**src/rtl/core/crc16cb_pkg.sv**
```systemverilog
// ----------------------------------------------------------------------------
// crc16cb_pkg
// Shared types and constants for the configurable bytewise crc engine.
// ----------------------------------------------------------------------------
`default_nettype none

package crc16cb_pkg;

    // default crc register width
    localparam int CRC_WIDTH_DEFAULT = 16;

    // configuration port geometry
    localparam int CFG_INDEX_W = 3;
    localparam int CFG_DATA_W  = 16;

    // result field width
    localparam int CRC_OUT_W = 16;

    // input byte width
    localparam int BYTE_W = 8;

    // widest supported crc register, used for zero extension
    localparam int CRC_EXT_W = 32;

    // register reset values
    localparam logic [CFG_DATA_W-1:0] POLY_RESET      = 16'h1021;
    localparam logic [CFG_DATA_W-1:0] SEED_RESET      = 16'hFFFF;
    localparam logic [CFG_DATA_W-1:0] FINAL_XOR_RESET = 16'h0000;

    // configuration register indexes
    typedef enum logic [CFG_INDEX_W-1:0] {
        REG_POLYNOMIAL     = 3'd0,
        REG_SEED           = 3'd1,
        REG_REFLECT_INPUT  = 3'd2,
        REG_REFLECT_OUTPUT = 3'd3,
        REG_FINAL_XOR      = 3'd4
    } cfg_index_t;

    // item opcodes
    typedef enum logic {
        OP_DATA   = 1'b0,
        OP_RELOAD = 1'b1
    } opcode_t;

endpackage : crc16cb_pkg

`default_nettype wire

```
**src/rtl/core/crc16_configurable_bytewise.sv**
```systemverilog
// ----------------------------------------------------------------------------
// crc16_configurable_bytewise
// Bytewise crc engine with programmable polynomial, seed, reflection and
// final xor. Each input transfer folds one byte (or reloads the seed) and
// produces one crc value.
// ----------------------------------------------------------------------------
//
//  channel   direction  handshake              payload
//  -------   ---------  ---------------------  ----------------------------
//  in        sink       in_valid / in_ready    opcode[0:0], data_byte[7:0]
//  out       source     out_valid / out_ready  crc_value[15:0]
//  cfg       sink       cfg_write (no wait)    cfg_index[2:0], cfg_data[15:0]
//
//  path: an item passes the input register, then the output register that
//    holds crc_value; throughput is one item per cycle while the output side
//    is not stalled (see stalls); the eight shift steps of a byte are unrolled
//    between the input register and the crc/result registers
//  reset: asynchronous, active low; crc register loads the seed reset value,
//    configuration registers load their defaults
//  stalls: in_ready drops only while both the input register and the output
//    register hold items and out_ready is low
//
`default_nettype none

module crc16_configurable_bytewise
    import crc16cb_pkg::*;
#(
    parameter int CRC_WIDTH = CRC_WIDTH_DEFAULT
)
(
    input  wire logic                   clk,
    input  wire logic                   rst_n,

    // configuration write port
    input  wire logic                   cfg_write,
    input  wire logic [CFG_INDEX_W-1:0] cfg_index,
    input  wire logic [CFG_DATA_W-1:0]  cfg_data,

    // input channel
    input  wire logic                   in_valid,
    output logic                        in_ready,
    input  wire logic                   opcode,
    input  wire logic [BYTE_W-1:0]      data_byte,

    // output channel
    output logic                        out_valid,
    input  wire logic                   out_ready,
    output logic [CRC_OUT_W-1:0]        crc_value
);

    // seed reset value fitted to the register width
    localparam logic [CRC_EXT_W-1:0] SEED_RESET_EXT = CRC_EXT_W'(SEED_RESET);

    // ------------------------------------------------------------------
    // configuration registers
    // ------------------------------------------------------------------
    logic [CFG_DATA_W-1:0] poly_reg;
    logic [CFG_DATA_W-1:0] seed_reg;
    logic                  refl_in_reg;
    logic                  refl_out_reg;
    logic [CFG_DATA_W-1:0] final_xor_reg;

    always_ff @(posedge clk or negedge rst_n)
    begin
        if (!rst_n)
        begin
            poly_reg      <= POLY_RESET;
            seed_reg      <= SEED_RESET;
            refl_in_reg   <= 1'b0;
            refl_out_reg  <= 1'b0;
            final_xor_reg <= FINAL_XOR_RESET;
        end
        else if (cfg_write)
        begin
            case (cfg_index_t'(cfg_index))
                REG_POLYNOMIAL:     poly_reg      <= cfg_data;
                REG_SEED:           seed_reg      <= cfg_data;
                REG_REFLECT_INPUT:  refl_in_reg   <= cfg_data[0];
                REG_REFLECT_OUTPUT: refl_out_reg  <= cfg_data[0];
                REG_FINAL_XOR:      final_xor_reg <= cfg_data;
                default:            ; // unknown index, write dropped
            endcase
        end
    end

    // config values zero extended / truncated to the register width
    logic [CRC_EXT_W-1:0] poly_ext;
    logic [CRC_EXT_W-1:0] seed_ext;
    logic [CRC_EXT_W-1:0] xor_ext;
    logic [CRC_WIDTH-1:0] poly_w;
    logic [CRC_WIDTH-1:0] seed_w;
    logic [CRC_WIDTH-1:0] xor_w;

    assign poly_ext = CRC_EXT_W'(poly_reg);
    assign seed_ext = CRC_EXT_W'(seed_reg);
    assign xor_ext  = CRC_EXT_W'(final_xor_reg);
    assign poly_w   = poly_ext[CRC_WIDTH-1:0];
    assign seed_w   = seed_ext[CRC_WIDTH-1:0];
    assign xor_w    = xor_ext[CRC_WIDTH-1:0];

    // ------------------------------------------------------------------
    // input register
    // ------------------------------------------------------------------
    logic              s1_valid_reg;
    logic              s1_valid_next;
    opcode_t           s1_op_reg;
    logic [BYTE_W-1:0] s1_byte_reg;
    logic              advance;
    logic              in_xfer;

    // the item in the input register moves on when the output register frees
    assign advance  = s1_valid_reg && (!out_valid || out_ready);
    assign in_ready = !s1_valid_reg || advance;
    assign in_xfer  = in_valid && in_ready;

    always_comb
    begin
        s1_valid_next = s1_valid_reg;
        if (in_xfer)
        begin
            s1_valid_next = 1'b1;
        end
        else if (advance)
        begin
            s1_valid_next = 1'b0;
        end
    end

    always_ff @(posedge clk or negedge rst_n)
    begin
        if (!rst_n)
        begin
            s1_valid_reg <= 1'b0;
        end
        else
        begin
            s1_valid_reg <= s1_valid_next;
        end
    end

    // payload, no reset needed
    always_ff @(posedge clk)
    begin
        if (in_xfer)
        begin
            s1_op_reg   <= opcode_t'(opcode);
            s1_byte_reg <= data_byte;
        end
    end

    // ------------------------------------------------------------------
    // byte fold: eight unrolled msb-first shift steps, no augmentation
    // ------------------------------------------------------------------
    logic [CRC_WIDTH-1:0] crc_reg;
    logic [CRC_WIDTH-1:0] crc_next;
    logic [BYTE_W-1:0]    byte_w;
    logic [CRC_WIDTH-1:0] crc_shift;
    logic [CRC_WIDTH-1:0] crc_refl;
    logic                 fb;

    always_comb
    begin
        byte_w    = s1_byte_reg;
        crc_shift = crc_reg;
        crc_refl  = '0;
        fb        = 1'b0;

        // optional input byte reflection
        if (refl_in_reg)
        begin
            for (int i = 0; i < BYTE_W; i++)
            begin
                byte_w[i] = s1_byte_reg[BYTE_W-1-i];
            end
        end

        for (int i = BYTE_W - 1; i >= 0; i--)
        begin
            fb        = crc_shift[CRC_WIDTH-1] ^ byte_w[i];
            crc_shift = {crc_shift[CRC_WIDTH-2:0], 1'b0};
            if (fb)
            begin
                crc_shift = crc_shift ^ poly_w;
            end
        end

        // optional full-width output reflection
        for (int i = 0; i < CRC_WIDTH; i++)
        begin
            crc_refl[i] = crc_shift[CRC_WIDTH-1-i];
        end

        // the reflected, xored value is what the next byte folds into
        if (s1_op_reg == OP_RELOAD)
        begin
            crc_next = seed_w;
        end
        else if (refl_out_reg)
        begin
            crc_next = crc_refl ^ xor_w;
        end
        else
        begin
            crc_next = crc_shift ^ xor_w;
        end
    end

    // ------------------------------------------------------------------
    // crc state and output register
    // ------------------------------------------------------------------
    logic                 out_valid_reg;
    logic                 out_valid_next;
    logic [CRC_OUT_W-1:0] out_crc_reg;
    logic [CRC_EXT_W-1:0] crc_next_ext;

    assign crc_next_ext = CRC_EXT_W'(crc_next);

    always_comb
    begin
        out_valid_next = out_valid_reg;
        if (advance)
        begin
            out_valid_next = 1'b1;
        end
        else if (out_ready)
        begin
            out_valid_next = 1'b0;
        end
    end

    always_ff @(posedge clk or negedge rst_n)
    begin
        if (!rst_n)
        begin
            crc_reg       <= SEED_RESET_EXT[CRC_WIDTH-1:0];
            out_valid_reg <= 1'b0;
        end
        else
        begin
            out_valid_reg <= out_valid_next;
            if (advance)
            begin
                crc_reg <= crc_next;
            end
        end
    end

    always_ff @(posedge clk)
    begin
        if (advance)
        begin
            out_crc_reg <= crc_next_ext[CRC_OUT_W-1:0];
        end
    end

    assign out_valid = out_valid_reg;
    assign crc_value = out_crc_reg;

endmodule : crc16_configurable_bytewise

`default_nettype wire

```
**config.mk**
```make
export PLATFORM = sky130hd
export DESIGN_NAME = crc16_configurable_bytewise
export DESIGN_NICKNAME = d
export VERILOG_FILES = /design/src/rtl/core/crc16cb_pkg.sv /design/src/rtl/core/crc16_configurable_bytewise.sv
export SDC_FILE = /design/constraint.sdc
export NUM_CORES = 1
export LEC_CHECK = 0
export ABC_AREA = 1
export BUFFER_PORTS_ARGS = -buffer_cell sky130_fd_sc_hd__clkbuf_2
export CAP_MARGIN = 10
export CORE_MARGIN = 2
export CORE_UTILIZATION = 35
export CTS_CLUSTER_DIAMETER = 150
export DETAILED_ROUTE_END_ITERATION = 16
export GPL_ROUTABILITY_DRIVEN = 0
export GPL_TIMING_DRIVEN = 1
export PLACE_DENSITY = 0.55
export SLEW_MARGIN = 15
export SYNTH_ARGS = -nofsm -noshare
export SYNTH_HDL_FRONTEND = slang
export SYNTH_SLANG_ARGS = --single-unit
```
**constraint.sdc**
```tcl
create_clock -name clk -period 3.55 [get_ports clk]
set_input_delay 0 -clock clk [delete_from_list [all_inputs] [get_ports clk]]
set_output_delay 0 -clock clk [all_outputs]
set_load 0.01 [all_outputs]
```
; After elaboration in Yosys (flattened, before gate mapping)
; Index checks and enable logic that the tools add are counted.
[classes]
bitwise_logic = 18
n_reduce_logical = 14
mux = 15
n_eq_ne = 4
[ops]
columns = operator, n
row1 = $mux 16, 10
row2 = $xor 16x16->16, 10
row3 = $reduce_and 2->1, 5
row4 = $mux 8, 1
row5 = $xor 1x1->1, 8
row6 = $eq 3x2->1 const B, 2
row7 = $mux 1, 4
row8 = $reduce_bool 2->1, 2
row9 = $eq 3x1->1 const B, 1
row10 = $eq 3x3->1 const B, 1
row11 = $logic_not 3->1, 1
row12 = $logic_and 1x1->1, 2
row13 = $logic_not 1->1, 2
row14 = $logic_or 1x1->1, 2
[word_totals]
ff_bits = 93
wordCells = 62

; Longest topological paths before layout
[logic_depth]
depth_word = 20
ltp_mapped = 35

; Worst setup path after synthesis
; Ideal clock, no wire load.
[synth_timing]
path_kind = register to register
start = register crc_reg[15]
end = register out_crc_reg[6], in the netlist crc_value[6] (data pin)
period_less_slack_ns = 3.338
setup_ns = 0.255
path_buffers = 1
stages_incl_launch_ff = 32
t_required_ns = 3.295
path_slack_ns = 0.212
arrival_time_ns = 3.083
cell_sequence = dfstp_2 -> inv_1 -> nand3_1 -> nand2_2 -> nor2_1 -> nand2_1 -> nand2_4 -> nand2_2 -> nand2_2 -> nand2_2 -> nor2_1 -> nand2_1 -> nand2_4 -> nand2_2 -> nand2_4 -> nand2_4 -> nor2_2 -> nand2_2 -> nand2_4 -> nand2_2 -> nand2_4 -> nand2_4 -> nor2_2 -> nand2_1 -> nand2_1 -> buf_2 -> nand3_1 -> nand3_1 -> nand2_1 -> nand2_1 -> nand3_1 -> and2_1
[synth_via]
elab_chain_cells = 19
[synth_rtl]
columns = element, line
row1 = start: declaration, crc16_configurable_bytewise.sv:154  ; logic [CRC_WIDTH-1:0] crc_reg;
row2 = start signal: assignment, crc16_configurable_bytewise.sv:235  ; crc_reg <= SEED_RESET_EXT[CRC_WIDTH-1:0];
row3 = start signal: assignment, crc16_configurable_bytewise.sv:243  ; crc_reg <= crc_next;
row4 = $xor 1x1->1 *, crc16_configurable_bytewise.sv:179  ; fb = crc_shift[CRC_WIDTH-1] ^ byte_w[i];
row5 = $mux 16 *, crc16_configurable_bytewise.sv:181  ; if (fb)
row6 = $xor 1x1->1 / $xor 16x16->16 (equally long branches), "crc16_configurable_bytewise.sv:179, crc16_configurable_bytewise.sv:183"
row7 = $mux 16 *, crc16_configurable_bytewise.sv:181
row8 = $xor 16x16->16 / $xor 1x1->1 (equally long branches), "crc16_configurable_bytewise.sv:183, crc16_configurable_bytewise.sv:179"
row9 = $mux 16 *, crc16_configurable_bytewise.sv:181
row10 = $xor 16x16->16 / $xor 1x1->1 (equally long branches), "crc16_configurable_bytewise.sv:183, crc16_configurable_bytewise.sv:179"
row11 = $mux 16 *, crc16_configurable_bytewise.sv:181
row12 = [... 4 more ...], --
row13 = $xor 16x16->16 / $xor 1x1->1 (equally long branches), "crc16_configurable_bytewise.sv:183, crc16_configurable_bytewise.sv:179"
row14 = $mux 16 *, crc16_configurable_bytewise.sv:181
row15 = $xor 16x16->16 / $xor 1x1->1 (equally long branches), "crc16_configurable_bytewise.sv:183, crc16_configurable_bytewise.sv:179"
row16 = $mux 16 *, crc16_configurable_bytewise.sv:181
row17 = "$xor 16x16->16, on equally long branches", "crc16_configurable_bytewise.sv:204, crc16_configurable_bytewise.sv:200"
row18 = $mux 16 *, crc16_configurable_bytewise.sv:198  ; else if (refl_out_reg)
row19 = $mux 16 *, crc16_configurable_bytewise.sv:194  ; if (s1_op_reg == OP_RELOAD)
row20 = via crc_next[6], crc16_configurable_bytewise.sv:155  ; logic [CRC_WIDTH-1:0] crc_next;
row21 = end signal: assignment, crc16_configurable_bytewise.sv:252  ; out_crc_reg <= crc_next_ext[CRC_OUT_W-1:0];
row22 = end: declaration, crc16_configurable_bytewise.sv:213  ; logic [CRC_OUT_W-1:0] out_crc_reg;
; The timed path passes the listed nets; every way through them passes the cells marked *.
; A chain may end at the register's enable or synchronous reset.

; Worst setup path after layout
[layout_timing]
start = register crc_reg[15]
end = register out_crc_reg[10], in the netlist crc_value[10] (data pin)
[layout_via]
elab_chain_cells = 19
[layout_rtl]
columns = element, line
row1 = $xor 1x1->1 *, crc16_configurable_bytewise.sv:179
row2 = $mux 16 *, crc16_configurable_bytewise.sv:181
row3 = $xor 16x16->16 / $xor 1x1->1 (equally long branches), "crc16_configurable_bytewise.sv:183, crc16_configurable_bytewise.sv:179"
row4 = $mux 16 *, crc16_configurable_bytewise.sv:181
row5 = $xor 16x16->16 / $xor 1x1->1 (equally long branches), "crc16_configurable_bytewise.sv:183, crc16_configurable_bytewise.sv:179"
row6 = $mux 16 *, crc16_configurable_bytewise.sv:181
row7 = $xor 16x16->16 / $xor 1x1->1 (equally long branches), "crc16_configurable_bytewise.sv:183, crc16_configurable_bytewise.sv:179"
row8 = $mux 16 *, crc16_configurable_bytewise.sv:181
row9 = [... 4 more ...], --
row10 = $xor 16x16->16 / $xor 1x1->1 (equally long branches), "crc16_configurable_bytewise.sv:183, crc16_configurable_bytewise.sv:179"
row11 = $mux 16 *, crc16_configurable_bytewise.sv:181
row12 = $xor 16x16->16 / $xor 1x1->1 (equally long branches), "crc16_configurable_bytewise.sv:183, crc16_configurable_bytewise.sv:179"
row13 = $mux 16 *, crc16_configurable_bytewise.sv:181
row14 = "$xor 16x16->16, on equally long branches", "crc16_configurable_bytewise.sv:204, crc16_configurable_bytewise.sv:200"
row15 = $mux 16 *, crc16_configurable_bytewise.sv:198
row16 = $mux 16 *, crc16_configurable_bytewise.sv:194
row17 = via crc_next[10], crc16_configurable_bytewise.sv:155
; Marked as above.

==> metrics.txt <==
status complete, but fails checks; failing checks setup timing; Synth Area in Compound Gates 5.27%; Post-Syn Area 6770 sq um; initial drt markers 390; Post-Synth Adder-Cell Area 0%; RR Endpoint crc_value[10]; CORE AREA 18800 sq um; CTS clk-pin slew, worst paths 0.07 ns; Die X-Extent 143 microns; starting density of the core 35.9%; Post-DP HPWL 13700 microns; critical path arrival 3.82 ns; die area 20500 sq um; crit-path max FO 7; CP Data Required Time 3.66 ns; mux share of post-synthesis cell area 0%; Syn Nets 1033; Final Hold Vio Count 0; # nets final 1153; Seq/Total Area, Yosys 36.9%; number of port buffers 50; dpl ws -0.216 ns; Crit-path slowest cell dfstp_2; Hold Crit Class input port to register; WL per Instance 14.2 microns; Hold EP poly_reg[0]; R2R Setup Slk -0.16 ns; Clock Latency Late Sink 0.36 ns; max-cap violations 0; worst slew pin tran 1.25 ns; Post-Route Skew 0.0111 ns; vias in the first global route 6025; fmax 269 MHz; biggest cell delay along the critical path 0.58 ns; unrepaired setup endpoints after global routing yes; # H-tree levels 3; number of diodes 0; Syn Area/Cell 6.77 sq um; global-route wire length before repair 31400 microns; total CTS buffers 9; routed vias 6531; Final WS setup -0.165 ns; row cnt 50; Mapped Cells 1000; pin count of the biggest net entering global routing 44; area growth from synthesis to layout 34.2%; # setup viols final 22; CP Capture Type register; number of antenna violations at the first check in global routing 0; Die Y 143 microns; largest family of logic cells by synthesized area simple AND/OR/NAND/NOR gates; Synth cell types 27; Remaining DRCs 0; wirelength, routed 19600 microns; total gr overflow 0; first drt pass iteration count 4; share of post-route cells with drive strength above 1 32.9%; clock buffer depth 2; TritonCTS clock tree built; clock period minus worst slack 3.71 ns; Yosys reg bits 93; GRT Util Overall 19.7%; simple-gate portion of the synthesized area 40.1%; worst setup path class register to register; Ys Warns 0; Routed Antenna Nets 0; Hold Path Origin cfg_data[0]; Worst R2R Path Depth 32; Max Slew Vio Count 0; Crit path top cell by count nand2_4; Slew headroom 16.9%; R2R Path Start crc_reg[15]; Ports 51; Vias/cell 4.72; Final Cycle Share 105%; Hold Path Depth 3; final hold slack 0.00943 ns; clk root buf clkbuf_16; setup TNS -2.32 ns; # clock sinks 93; Setup crit start kind register; Post-Synth XOR/XNOR Area 8.28%
[layout make-up]
type | count | area, sq um
fillers | 1882 | 9750
multi-input cells | 748 | 4330
flip-flops and latches | 93 | 2500
repair buffers | 156 | 1230
inverters | 112 | 423
well taps | 260 | 325
clock buffers | 10 | 229
clock inverters | 6 | 45.0
[metal layers]
| metal | GRT usage [%] | part of all wire (%) |
|---|---|---|
| met5 | 0 | 0 |
| met4 | 5.05 | 1.3 |
| met3 | 2.55 | 3.1 |
| met2 | 30.9 | 46 |
| met1 | 28.5 | 50 |
[cells by family (layout without fill, tap and decap cells)]
group	after synthesis	count (layout)
AOI/OAI and AO/OA	70	70
xor gates and xnor gates	64	64
buffers and inverters	159	284
DFF	93	93
and+or+nand+nor	614	614
[timing repair]
action / in CTS / in global routing
endpoints found under the hold margin: 68 / 0
resized for setup: 81 / 122
pin swaps: 34 / 84
endpoints found under the setup margin: 28 / 32
gates cloned: 3 / 1
hold buffers: 31 / 0
buffers inserted: 9 / 4
[cell usage after synthesis]
library cell	instances	area, sq um
nand2_1	356	1340
nand3_1	155	776
inv_1	109	409
o21ai_0	67	335
nor2_1	41	154
dfstp_2	35	920
dfrtp_1	33	826
xor2_1	33	289
xnor2_1	31	272
edfxtp_1	25	751
clkbuf_1	23	86.3
or2_2	18	113
and2_1	15	93.8
buf_2	14	70.1
nand2_2	10	62.6
nand2_4	7	78.8
buf_4	5	37.5
nand3_2	5	50.1
buf_1	4	15.0
nand3b_1	4	30.0
clkinv_1	2	7.51
nor2_2	2	12.5
o21bai_1	2	15.0
a31oi_1	1	6.26
buf_6	1	11.3
inv_2	1	3.75
nand4_1	1	6.26
[cells in the final DEF (no fill, tap or decap), drive strengths merged]
master and n:
nand2 373, nand3 160, inv 114, buf 75, o21ai 67, clkbuf 60
nor2 43, dfstp 35, dfrtp 33, xor2 33, dlygate4sd3 31, xnor2 31
edfxtp 25, or2 18, and2 15, nand3b 4, clkinv 4, o21bai 2
nand4 1, a31oi 1
[metrics by stage]
stage | util [%] | cells | instance area, sq um
2_1_floorplan | - | 1000 | 6770
3_3_place_gp | 40.3 | 1324 | 7580
3_5_place_dp | 40.3 | 1324 | 7580
4_1_cts | 45.7 | 1383 | 8610
5_1_grt | 48.2 | 1385 | 9080
6_report | 48.2 | 1385 | 9080
[critical path, delay by kind of cell (launching register included)]
family,cells,cell delay [ns]
DFF,1,0.58
and+or+nand+nor,28,2.48
buffers and inverters,4,0.39
[how the worst max path moves through the flow]
stage,startpoint,cells after the start,to,slack (ns)
after floorplan,crc_reg[15],31,crc_value[6],0.21
after global placement,refl_in_reg,33,crc_value[12],-0.16
after detailed placement,refl_in_reg,35,crc_value[12],-0.22
after CTS,refl_in_reg,32,crc_value[4],-0.15
after global routing,crc_reg[15],32,crc_value[10],-0.47
final,crc_reg[15],32,crc_value[10],-0.16
Power is left out: the tool's default activity adds up to more than one toggle a clock period on the data nets, which glitch-free logic cannot reach.
